==> config.mk <==
export PLATFORM = sky130hd
export DESIGN_NAME = tcp_payload_text_extractor
export DESIGN_NICKNAME = d
export VERILOG_FILES = /design/src/rtl/core/tpte_pkg.sv /design/src/rtl/core/tcp_payload_text_extractor.sv
export SDC_FILE = /design/constraint.sdc
export NUM_CORES = 1
export LEC_CHECK = 0
export BUFFER_PORTS_ARGS = -buffer_cell sky130_fd_sc_hd__buf_4
export CAP_MARGIN = 15
export CELL_PAD_IN_SITES_DETAIL_PLACEMENT = 1
export CELL_PAD_IN_SITES_GLOBAL_PLACEMENT = 1
export CORE_AREA = 3 3 213 215
export CTS_CLUSTER_DIAMETER = 120
export DETAILED_ROUTE_END_ITERATION = 10
export DIE_AREA = 0 0 216 218
export PLACE_DENSITY_LB_ADDON = 0.05
export SLEW_MARGIN = 15
export SYNTH_ARGS = -nofsm -noshare
export SYNTH_HDL_FRONTEND = slang
export SYNTH_SLANG_ARGS = --single-unit
==> constraint.sdc <==
create_clock -name clk -period 5.8 [get_ports clk]
set_input_delay 0.87 -clock clk [delete_from_list [all_inputs] [get_ports clk]]
set_output_delay 0.87 -clock clk [all_outputs]
set_load 0.02 [all_outputs]
==> src/rtl/core/tpte_pkg.sv <==
// Shared types and constants for the TCP payload text extractor.
package tpte_pkg;

	// Byte offsets within the Ethernet frame
	localparam int IDX_ETYPE_HI = 12;
	localparam int IDX_ETYPE_LO = 13;
	localparam int IDX_IP_VER   = 14;
	localparam int IDX_TLEN_HI  = 16;
	localparam int IDX_TLEN_LO  = 17;
	localparam int IDX_PROTO    = 23;
	// TCP data offset sits at Ethernet header + IP header + 12
	localparam int TCP_OFF_BASE = 26;
	localparam int ETH_HDR_LEN  = 14;

	localparam logic [15:0] ETHERTYPE_IPV4 = 16'h0800;
	localparam logic [3:0]  IP_VERSION_4   = 4'h4;
	localparam logic [5:0]  MIN_HDR_LEN    = 6'd20;

	localparam logic [7:0] PRINT_LO = 8'h20;
	localparam logic [7:0] PRINT_HI = 8'h7E;
	localparam logic [7:0] CHAR_LF  = 8'h0A;
	localparam logic [7:0] CHAR_CR  = 8'h0D;

	localparam logic [10:0] MAX_PAYLOAD_RST = 11'd1500;
	localparam logic [7:0]  PROTOCOL_RST    = 8'd6;
	localparam logic [10:0] KEPT_SAT        = 11'h7FF;

	// Configuration register indexes
	localparam logic REG_MAX_PAYLOAD = 1'b0;
	localparam logic REG_PROTOCOL    = 1'b1;

	typedef enum logic [1:0] {
		CLASS_TEXT        = 2'd0,
		CLASS_NOT_IPV4    = 2'd1,
		CLASS_OTHER_PROTO = 2'd2,
		CLASS_NO_PAYLOAD  = 2'd3
	} pkt_class_t;

	typedef struct packed {
		logic [7:0]  text_byte;
		logic        is_summary;
		pkt_class_t  packet_class;
		logic [10:0] kept_count;
	} result_t;

endpackage

==> src/rtl/core/tcp_payload_text_extractor.sv <==
// TCP payload text extractor: Ethernet/IPv4/TCP header parse and printable payload filter.
// Takes one frame byte per cycle and sustains one byte per cycle while the result side
// keeps up. Each byte is parsed in the cycle it is transferred: the header fields and the
// payload window live in a handful of registers, and the results (a kept text byte, and on
// the last frame byte a summary) go into a four-entry result queue that feeds the output.
// A byte that yields both a text byte and a summary puts two entries in the queue; in_ready
// drops only while three or more results wait, so a slow consumer stalls the input and a
// fast one never does. Bytes at index MAX_FRAME and above are ignored apart from frame_last.
// Configuration writes take effect at the next byte and are meant for idle periods.
module tcp_payload_text_extractor #(
	parameter int MAX_FRAME = 2048
) (
	input  logic        clk,
	input  logic        arst_n,
	input  logic        cfg_write,
	input  logic        cfg_index,
	input  logic [10:0] cfg_data,
	input  logic        in_valid,
	output logic        in_ready,
	input  logic [7:0]  frame_byte,
	input  logic        frame_last,
	output logic        out_valid,
	input  logic        out_ready,
	output logic [7:0]  text_byte,
	output logic        is_summary,
	output logic [1:0]  packet_class,
	output logic [10:0] kept_count
);

	localparam int IDX_W = $clog2(MAX_FRAME + 1);
	localparam int CMP_W = (IDX_W > 8) ? IDX_W : 8;
	localparam int QDEPTH = 4;
	localparam int QPTR_W = $clog2(QDEPTH);
	localparam int QCNT_W = $clog2(QDEPTH + 1);

	// Configuration
	logic [10:0] max_payload_q;
	logic [7:0]  protocol_q;

	// Per-frame parse state
	logic [IDX_W-1:0]     idx_q, idx_d;
	logic [7:0]           eth_hi_q, eth_hi_d;
	tpte_pkg::pkt_class_t class_q, class_d;
	logic [5:0]           ihl_q, ihl_d;
	logic [15:0]          tlen_q, tlen_d;
	logic [7:0]           pstart_q, pstart_d;
	logic [10:0]          premain_q, premain_d;
	logic [10:0]          kept_q, kept_d;
	logic                 settled_q, settled_d;

	// Result queue
	tpte_pkg::result_t  queue_q [QDEPTH];
	logic [QPTR_W-1:0]  head_q, tail_q;
	logic [QCNT_W-1:0]  count_q;

	logic               accept, pop;
	logic               push_txt, push_sum;
	logic [1:0]         n_push;
	tpte_pkg::result_t  txt_res, sum_res, first_res;

	logic               idx_ok;
	logic [5:0]         tcp_len;
	logic [7:0]         tcp_off_idx;
	logic signed [17:0] seg_len;
	logic               printable;

	assign accept   = in_valid && in_ready;
	assign pop      = out_valid && out_ready;
	assign in_ready = count_q < QCNT_W'(QDEPTH - 1);
	assign out_valid = count_q != '0;

	always_comb begin
		idx_d     = idx_q;
		eth_hi_d  = eth_hi_q;
		class_d   = class_q;
		ihl_d     = ihl_q;
		tlen_d    = tlen_q;
		pstart_d  = pstart_q;
		premain_d = premain_q;
		kept_d    = kept_q;
		settled_d = settled_q;
		push_txt  = 1'b0;
		push_sum  = 1'b0;

		idx_ok      = idx_q < IDX_W'(MAX_FRAME);
		tcp_len     = {frame_byte[7:4], 2'b00};
		tcp_off_idx = 8'(tpte_pkg::TCP_OFF_BASE) + {2'b00, ihl_q};
		seg_len     = $signed({2'b00, tlen_q}) - $signed({12'd0, ihl_q})
			- $signed({12'd0, tcp_len});
		printable   = (frame_byte >= tpte_pkg::PRINT_LO && frame_byte <= tpte_pkg::PRINT_HI)
			|| frame_byte == tpte_pkg::CHAR_LF || frame_byte == tpte_pkg::CHAR_CR;

		if (idx_ok && !settled_q) begin
			if (idx_q == IDX_W'(tpte_pkg::IDX_ETYPE_HI)) begin
				eth_hi_d = frame_byte;
			end else if (idx_q == IDX_W'(tpte_pkg::IDX_ETYPE_LO)) begin
				if ({eth_hi_q, frame_byte} != tpte_pkg::ETHERTYPE_IPV4) begin
					settled_d = 1'b1;
					class_d   = tpte_pkg::CLASS_NOT_IPV4;
				end
			end else if (idx_q == IDX_W'(tpte_pkg::IDX_IP_VER)) begin
				if (frame_byte[7:4] != tpte_pkg::IP_VERSION_4) begin
					settled_d = 1'b1;
					class_d   = tpte_pkg::CLASS_NOT_IPV4;
				end else begin
					ihl_d = {frame_byte[3:0], 2'b00};
				end
			end else if (idx_q == IDX_W'(tpte_pkg::IDX_TLEN_HI)) begin
				tlen_d = {frame_byte, 8'h00};
			end else if (idx_q == IDX_W'(tpte_pkg::IDX_TLEN_LO)) begin
				tlen_d = {tlen_q[15:8], frame_byte};
			end else if (idx_q == IDX_W'(tpte_pkg::IDX_PROTO)) begin
				if (frame_byte != protocol_q) begin
					settled_d = 1'b1;
					class_d   = tpte_pkg::CLASS_OTHER_PROTO;
				end else if (ihl_q < tpte_pkg::MIN_HDR_LEN) begin
					settled_d = 1'b1;
					class_d   = tpte_pkg::CLASS_NO_PAYLOAD;
				end
			end else if (idx_q > IDX_W'(tpte_pkg::IDX_PROTO) && pstart_q == '0
					&& CMP_W'(idx_q) == CMP_W'(tcp_off_idx)) begin
				// TCP data offset byte: open the payload window or give up
				if (tcp_len < tpte_pkg::MIN_HDR_LEN || seg_len[17] || seg_len == '0) begin
					settled_d = 1'b1;
					class_d   = tpte_pkg::CLASS_NO_PAYLOAD;
				end else begin
					pstart_d  = 8'(tpte_pkg::ETH_HDR_LEN) + {2'b00, ihl_q} + {2'b00, tcp_len};
					premain_d = (seg_len < $signed({7'd0, max_payload_q}))
						? seg_len[10:0] : max_payload_q;
				end
			end else if (pstart_q != '0 && CMP_W'(idx_q) >= CMP_W'(pstart_q)
					&& premain_q != '0) begin
				premain_d = premain_q - 11'd1;
				if (printable) begin
					push_txt = 1'b1;
					if (kept_q != tpte_pkg::KEPT_SAT) begin
						kept_d = kept_q + 11'd1;
					end
				end
			end
		end

		if (idx_ok) begin
			idx_d = idx_q + IDX_W'(1);
		end

		txt_res = '{text_byte: frame_byte, is_summary: 1'b0,
			packet_class: tpte_pkg::CLASS_TEXT, kept_count: 11'd0};
		sum_res = '{text_byte: 8'd0, is_summary: 1'b1,
			packet_class: tpte_pkg::CLASS_TEXT, kept_count: kept_d};
		if (settled_d) begin
			sum_res.packet_class = class_d;
		end else if (idx_q < IDX_W'(tpte_pkg::IDX_IP_VER)) begin
			sum_res.packet_class = tpte_pkg::CLASS_NOT_IPV4;
		end else if (idx_q < IDX_W'(tpte_pkg::IDX_PROTO)) begin
			sum_res.packet_class = tpte_pkg::CLASS_OTHER_PROTO;
		end else if (pstart_d == '0) begin
			sum_res.packet_class = tpte_pkg::CLASS_NO_PAYLOAD;
		end

		if (frame_last) begin
			push_sum  = 1'b1;
			// drop all frame state ready for the next frame
			idx_d     = '0;
			eth_hi_d  = '0;
			class_d   = tpte_pkg::CLASS_TEXT;
			ihl_d     = '0;
			tlen_d    = '0;
			pstart_d  = '0;
			premain_d = '0;
			kept_d    = '0;
			settled_d = 1'b0;
		end

		n_push    = {1'b0, push_txt} + {1'b0, push_sum};
		first_res = push_txt ? txt_res : sum_res;
	end

	always_ff @(posedge clk or negedge arst_n) begin
		if (!arst_n) begin
			max_payload_q <= tpte_pkg::MAX_PAYLOAD_RST;
			protocol_q    <= tpte_pkg::PROTOCOL_RST;
			idx_q         <= '0;
			eth_hi_q      <= '0;
			class_q       <= tpte_pkg::CLASS_TEXT;
			ihl_q         <= '0;
			tlen_q        <= '0;
			pstart_q      <= '0;
			premain_q     <= '0;
			kept_q        <= '0;
			settled_q     <= 1'b0;
		end else begin
			if (cfg_write) begin
				case (cfg_index)
					tpte_pkg::REG_MAX_PAYLOAD: max_payload_q <= cfg_data;
					tpte_pkg::REG_PROTOCOL:    protocol_q    <= cfg_data[7:0];
					default: ;
				endcase
			end
			if (accept) begin
				idx_q     <= idx_d;
				eth_hi_q  <= eth_hi_d;
				class_q   <= class_d;
				ihl_q     <= ihl_d;
				tlen_q    <= tlen_d;
				pstart_q  <= pstart_d;
				premain_q <= premain_d;
				kept_q    <= kept_d;
				settled_q <= settled_d;
			end
		end
	end

	// Result queue pointers
	always_ff @(posedge clk or negedge arst_n) begin
		if (!arst_n) begin
			head_q  <= '0;
			tail_q  <= '0;
			count_q <= '0;
		end else begin
			if (pop) begin
				head_q <= head_q + QPTR_W'(1);
			end
			if (accept) begin
				tail_q <= tail_q + QPTR_W'(n_push);
			end
			count_q <= count_q + (accept ? QCNT_W'(n_push) : '0) - QCNT_W'(pop);
		end
	end

	// Result queue storage
	always_ff @(posedge clk) begin
		if (accept && n_push != 2'd0) begin
			queue_q[tail_q] <= first_res;
		end
		if (accept && n_push == 2'd2) begin
			queue_q[tail_q + QPTR_W'(1)] <= sum_res;
		end
	end

	assign text_byte    = queue_q[head_q].text_byte;
	assign is_summary   = queue_q[head_q].is_summary;
	assign packet_class = queue_q[head_q].packet_class;
	assign kept_count   = queue_q[head_q].kept_count;

endmodule

# After elaboration in Yosys (flattened, before gate mapping)
# Memory sizes are Yosys's and may differ from the RTL's.
# Index checks and enable logic that the tools add are counted.
dict set report word_totals {
  regBits 101
  ram_bits 88
  out_inout_bits 24
  wordCells 202
  mem_count 1
}
dict set report op_classes {
  add_sub_neg 14
  n_lt_le_gt_ge 11
  n_eq_ne 22
  mux 101
  bitwise 1
  reduce_logical 37
}
# name depth width read_ports rd_ports_with_merged_regs wr line
set memory_table {}
lappend memory_table {queue_q 4 22 1 0 2 tcp_payload_text_extractor.sv:52} ;# tpte_pkg::result_t queue_q [QDEPTH];
# operator count
set ops {}
lappend ops {{11-bit two-way mux} 24}
lappend ops {{8-bit two-way mux} 14}
lappend ops {{16-bit two-way mux} 6}
lappend ops {{2-bit two-way mux} 19}
lappend ops {{12-bit by 4-bit == test with 1-bit output (second input constant)} 3}
lappend ops {{12-bit by 5-bit == test with 1-bit output (second input constant)} 3}
lappend ops {{6-bit two-way mux} 6}
lappend ops {{1-bit two-way mux} 29}
lappend ops {{12-bit two-way mux} 2}
lappend ops {{22-bit two-way mux} 1}
lappend ops {{18-bit zero test} 1}
lappend ops {{18-bit by 12-bit less-than comparator with 1-bit output} 1}
lappend ops {{6-bit AND reduction} 3}
lappend ops {{17-bit by 7-bit subtractor with 18-bit output} 1}
lappend ops {{16-bit by 6-bit subtractor with 17-bit output} 1}
lappend ops {{8-bit by 4-bit == test with 1-bit output (second input constant)} 2}
lappend ops {{8-bit zero test} 2}
lappend ops {{16-bit by 12-bit inequality test with 1-bit output (second input constant)} 1}
lappend ops {{2-bit inequality test (second input constant)} 7}
lappend ops {{12-bit by 1-bit adder with 12-bit output (second input constant)} 1}
lappend ops {{12-bit by 7-bit == test with 1-bit output} 1}
lappend ops {{12-bit by 8-bit greater-or-equal comparator with 1-bit output} 1}
lappend ops {{12-bit by 5-bit greater-than comparator with 1-bit output (second input constant)} 1}
lappend ops {{12-bit less-than comparator (second input constant)} 1}
lappend ops {{other kinds (32)} 55}

# Logic depth before layout (Yosys ltp)
dict set report depth {
  word_depth 19
  ltp_mapped 22
}

# Worst setup path before layout
# No wires, ideal clock.
dict set report synth_timing {
  path_kind {reg-to-reg}
  start {register ihl_q[5]}
  end {memory queue_q[1][11] (netlist name) (data pin)}
  setup_time_ns 0.265
  t_arrival_ns 3.950
  required_ns 5.535
  path_slack_ns 1.585
  stages_incl_launch_ff 18
  n_path_buf 2
  synth_period_minus_slack_ns 4.215
  cell_sequence {dfrtp_1 > inv_1 > ha_1 > clkbuf_1 > o21a_1 > a21boi_2 > nor2_1 > ha_1 > nor2_1 > a21oi_1 > xor2_1 > or4_1 > a2111oi_0 > nand4_1 > buf_2 > a21oi_2 > mux2i_1 > nor2_1}
}
# element line
set synth_rtl {}
lappend synth_rtl {{start, declared} tcp_payload_text_extractor.sv:44} ;# logic [5:0] ihl_q, ihl_d;
lappend synth_rtl {{start signal, assigned} tcp_payload_text_extractor.sv:204} ;# ihl_q <= ihl_d;
lappend synth_rtl {{end, declared} tcp_payload_text_extractor.sv:52}

# Worst setup path in the final report
dict set report layout_timing {
  start {register ihl_q[5]}
  end {register premain_q[4]}
}
dict set report layout_between {
  elab_chain_cells 14
  elab_cells_between_ends 23
  classes_between {add/sub (3); order compare (1); eq/ne (2); mux (11); reduce/logical (6)}
}
# element line
set layout_lines {}
lappend layout_lines {{16-bit by 6-bit subtractor with 17-bit output} tcp_payload_text_extractor.sv:88} ;# seg_len = $signed({2'b00, tlen_q}) - $signed({12'd0, ihl_q})
lappend layout_lines {{17-bit by 7-bit subtractor with 18-bit output} tcp_payload_text_extractor.sv:89} ;# - $signed({12'd0, tcp_len});
lappend layout_lines {{18-bit by 12-bit less-than comparator with 1-bit output} tcp_payload_text_extractor.sv:128} ;# premain_d = (seg_len < $signed({7'd0, max_payload_q}))
lappend layout_lines {{11-bit two-way mux} tcp_payload_text_extractor.sv:129} ;# ? seg_len[10:0] : max_payload_q;
lappend layout_lines {{11-bit two-way mux} tcp_payload_text_extractor.sv:123} ;# if (tcp_len < tpte_pkg::MIN_HDR_LEN || seg_len[17] || seg_len == '0) begin
lappend layout_lines {{11-bit two-way mux} tcp_payload_text_extractor.sv:120} ;# end else if (idx_q > IDX_W'(tpte_pkg::IDX_PROTO) && pstart_q == '0
lappend layout_lines {{11-bit two-way mux} tcp_payload_text_extractor.sv:112} ;# end else if (idx_q == IDX_W'(tpte_pkg::IDX_PROTO)) begin
lappend layout_lines {{11-bit two-way mux} tcp_payload_text_extractor.sv:110} ;# end else if (idx_q == IDX_W'(tpte_pkg::IDX_TLEN_LO)) begin
lappend layout_lines {{11-bit two-way mux} tcp_payload_text_extractor.sv:108} ;# end else if (idx_q == IDX_W'(tpte_pkg::IDX_TLEN_HI)) begin
lappend layout_lines {{11-bit two-way mux} tcp_payload_text_extractor.sv:101} ;# end else if (idx_q == IDX_W'(tpte_pkg::IDX_IP_VER)) begin
lappend layout_lines {{11-bit two-way mux} tcp_payload_text_extractor.sv:96} ;# end else if (idx_q == IDX_W'(tpte_pkg::IDX_ETYPE_LO)) begin
lappend layout_lines {{11-bit two-way mux} tcp_payload_text_extractor.sv:94} ;# if (idx_q == IDX_W'(tpte_pkg::IDX_ETYPE_HI)) begin
lappend layout_lines {{11-bit two-way mux} tcp_payload_text_extractor.sv:93} ;# if (idx_ok && !settled_q) begin
lappend layout_lines {{11-bit two-way mux} tcp_payload_text_extractor.sv:161} ;# if (frame_last) begin
lappend layout_lines {{end signal, assigned} tcp_payload_text_extractor.sv:207} ;# premain_q <= premain_d;
lappend layout_lines {{end, declared} tcp_payload_text_extractor.sv:47} ;# logic [10:0] premain_q, premain_d;
# Parallel ways exist; a longest one is shown, timed or not. The select of a mux whose other input is x is not followed.
# A chain may end at the register's enable or synchronous reset.

==> results.md <==
- Run status: finished, final reports clean
- Critical Path RT: a little over 6000 ps
- Uppermost layer routed: met4
- Distinct cells, synth: 84
- Core ar.: between 40,000 and 50,000 sq um
- Dominant synthesized flop cell: dfrtp_1
- Met3 wire len: roughly 700 um
- Yosys top cell area share: about a fifth
- Layout cell share with drive strength beyond 1: around 14%
- Area of the multi-input gates: 5630 sq um
- Post-CTS setup buffers: 0
- RR Endpoint: premain_q[4]
- Vias in the first global route: a little over 9,000
- Ranking of synthesized cells by area: dfrtp_1 (21%), edfxtp_1 (14%), dfxtp_1 (6.6%)
- Sw Ratio: 45.0%
- CTS tree: built
- Placed Cells incl. Taps: between 1,500 and 2,000
- Adder-Cell Fraction of Synth Area: under 10%
- Register Area: 4770 sq um
- Cells on worst reg2reg path: 16
- DR DRC count: 0
- Aggregate negative setup slack: 0 ps
- Met2 routed WL: between 15,000 and 20,000 um
- Critical Path AT: roughly 5500 ps
- Clock Sink Count: between 150 and 200
- Setup violations, final: 0
- Max FO, Critical Path: 11
- Period minus WS final: roughly 5100 ps
- Post-synth top area cell: dfrtp_1
- EDFF count, synth: 52
- Leak Pwr: 0.00497 uW
- FP Rows: 77
- Synth-to-Final Area Change: 14.7%
- Portion of netlist area occupied by mux cells: 8.45%
- Post-DP HPWL: 25,300 um
- Max VDD drop: about 240 uV
- Combinational power share: between 50% and 60%
- Most common cell in the netlist: nor2_1
- Largest family of logic cells by synthesized area: simple AND/OR/NAND/NOR gates
- Die Width: between 200 and 250 um
- Post-route cell area: between 10,000 and 15,000 sq um
- Synthesized area: about 11,000 sq um
- Largest net degree at the start of global routing: 52
- First-pass GRT wire length: 55,700 um
- Slew HR: 25.3%
- H-tree depth: 4
- CTS Buf Count: 17
- Placement-stage cell area: around 12,000 sq um
- I/O pin count: 50
- Initial Util: about a quarter
- Die area: about 47,000 sq um
- Post-Route WL: between 30,000 and 40,000 um
- Clk_lat worst skew: 490 ps
- Fin. max-slew vios: 0
- Clk network pwr share: between 10% and 20%
- Syn_area_per_cell: around 9.7 sq um
- Nets@finish: 1,229
- Hold_buf cts: 0
- Initial antenna violation count: 0
- Crit-path max cell delay: around 560 ps
- Internal Power: approximately 3500 uW
- WL per Instance: around 20 um
- FMAX: just under 200 MHz
- Layout Skew: around 11 ps
- Final hold vios: 0
- Post-synthesis xor/xnor area fraction: under 10%
- Post-CTS Resized: 0
- Flop-to-flop setup slack: 660 ps
- Seq/Total Area, Yosys: roughly 44%
- Die Span Y: about 220 um
- Worst-Margin Slew: between 1000 and 1500 ps
- WS Path Type: reg2reg
- Sequential Power Share: approximately a quarter
- RSZ-0062 raised after global routing: no
- Yosys warning count: 0
- DRT Pass-1 Iters: 4
- Clk root buf: clkbuf_16
- Ant. Diodes: 0
- PD cells: 516 nW/um^2
- Fin crit share: approximately nine tenths
- Most frequent cells after synthesis: nor2_1 (119), nand2_1 (113), o21ai_0 (102)
- FF+latch count, synth: roughly 190
- FILL cells: approximately 5,000
- Synth Area in Compound Gates: between 10% and 20%
- Initial DRC count: around 390
- Worst Hold Class: in2async
- Async SR Flop Fraction: between 50% and 60%
- CP endpoint kind: flip-flop
- Clock-pin slew on the worst setup and hold paths: roughly 90 ps
- Worst path cell trace: inv_1 -> ha_1 -> o21a_1 -> a21boi_2 -> nor2_1 -> ha_1 -> nor2_1 -> a21oi_1 -> xor2_1 -> or4_1 -> a2111oi_0 -> nand4_1 -> buf_4 -> nand2_2 -> a2111o_1 -> o221ai_1
- Grt ovf: 0
- Worst r2r src: ihl_q[5]
- Slowest cell on the critical path: a2111oi_0
- Gate Count Post-Synth: ~1,100
- Fin cells: roughly 1,800
- Startpoint class of the critical path: flip-flop
- Max_cap viols: 0
- Via density: 4.80
- Antenna Violating Nets Remaining: 0
- Total power: ~6400 uW
- Simple-Gate Fraction of Synth Area: between 10% and 20%
- Syn nets: around 1,200
- Net switching power: between 2000 and 3000 uW
- Clock buffer depth: 2
- M1 WL: 16,200 um
- Final Wtd Congestion: approximately 0.74
- Vias: 8,441
- PortBufs: about 50
- Total track usage: 15.4%
-- registers in the layout, summed over array words and instances, names as in the netlist --
register       count
settled_q          1
pstart_q           8
tlen_q            16
count_q            3
premain_q         11
ihl_q              4
kept_q            11
idx_q             12
eth_hi_q           8
class_q            2
protocol_q         8
max_payload_q     11
tail_q             2
queue_q           88
head_q             2
-- power groups by stage --
stage | combinational (uW) | sequential [uW] | clock [uW]
floorplan | 2570 | 1610 | 0
global placement | 3640 | 1690 | 0
detailed placement | 3610 | 1690 | 0
CTS | 3630 | 1660 | 1300
global route | 4000 | 1690 | 1340
finish | 3530 | 1660 | 1240
-- per-stage QoR --
step / util (%) / hold slack (ps) / setup slack (ps)
4_1_cts: 28.4 / 418 / 526
3_3_place_gp: 27.0 / 439 / 702
3_5_place_dp: 27.0 / 451 / 578
2_1_floorplan: - / 424 / 1580
5_1_grt: 28.4 / 450 / 114
6_report: 28.4 / 414 / 661
-- worst max-delay path, delay by kind of cell, from the launching register on --
family	cells	cell delay [ps]
AOI/OAI and AO/OA	6	2150
buffers and inverters	2	390
xor gates and xnor gates	1	190
adders and majority gates	2	770
DFF	1	410
and+or+nand+nor	5	1060
-- cells in the final DEF (no fill, tap or decap), types with 5 or more instances in the layout --
cell type,synthesis,routed
or4_1,9,9
a211oi_1,7,7
dfxtp_1,36,36
o21ai_1,6,8
xnor2_1,22,22
inv_6,0,5
and2_1,14,14
o2111ai_1,5,5
ha_1,47,47
or3_1,13,13
o21ai_0,102,100
and3_1,6,6
o211ai_1,9,9
o22ai_1,8,8
or2_2,6,6
nor3_1,25,25
a21o_1,7,7
nor2_1,119,119
nand3_1,20,20
nor4_1,8,8
dfrtp_1,90,90
xor2_1,21,21
a22o_1,29,29
nor2b_1,6,6
dfstp_2,9,9
clkbuf_16,0,17
edfxtp_1,52,52
o21a_1,7,7
buf_4,1,67
nand2_1,113,112
mux2_2,10,10
nand2b_1,13,13
a22oi_1,11,11
nand4_1,10,10
inv_1,60,60
mux4_2,22,22
a31oi_1,5,5
mux2i_1,31,31
a21oi_1,42,42
-- metal layers --
layer / vias to the layer above / GRT usage (%)
met5: - / 0
met4: 0 / 4.55
met3: 23 / 2.66
met2: 74 / 27.1
met1: 4241 / 19.5
li1: 4103 / -
-- worst max-delay path by stage --
stage / startpoint / endpoint / slack [ps] / depth (start not counted)
6_report: ihl_q[5] / premain_q[4] / 660 / 16
5_1_grt: ihl_q[4] / queue_q[3][11] / 110 / 15
2_1_floorplan: ihl_q[5] / queue_q[1][11] / 1580 / 17
4_1_cts: ihl_q[5] / premain_q[4] / 530 / 16
3_5_place_dp: ihl_q[5] / premain_q[4] / 580 / 16
3_3_place_gp: ihl_q[4] / premain_q[4] / 700 / 16
-- kinds of logic (layout without fill, tap and decap cells) --
kind of cell    count (synthesis)  after routing
compound gates                268            268
xor+xnor                       43             43
fa+ha+maj                      51             51
buf+inv                       119            161
flops                         187            187
mux                            63             63
simple gates                  392            392
-- area by class of cell --
type	count	area share (%)
Clock inverter	13	1.19
Timing Repair Buffer	67	4.03
Clock buffer	19	3.55
Inverter	62	1.87
Tap cell	592	5.94
Sequential cell	187	38.3
Multi-Input combinational cell	817	45.1
Note: power is estimated with default switching activity, not from simulation.
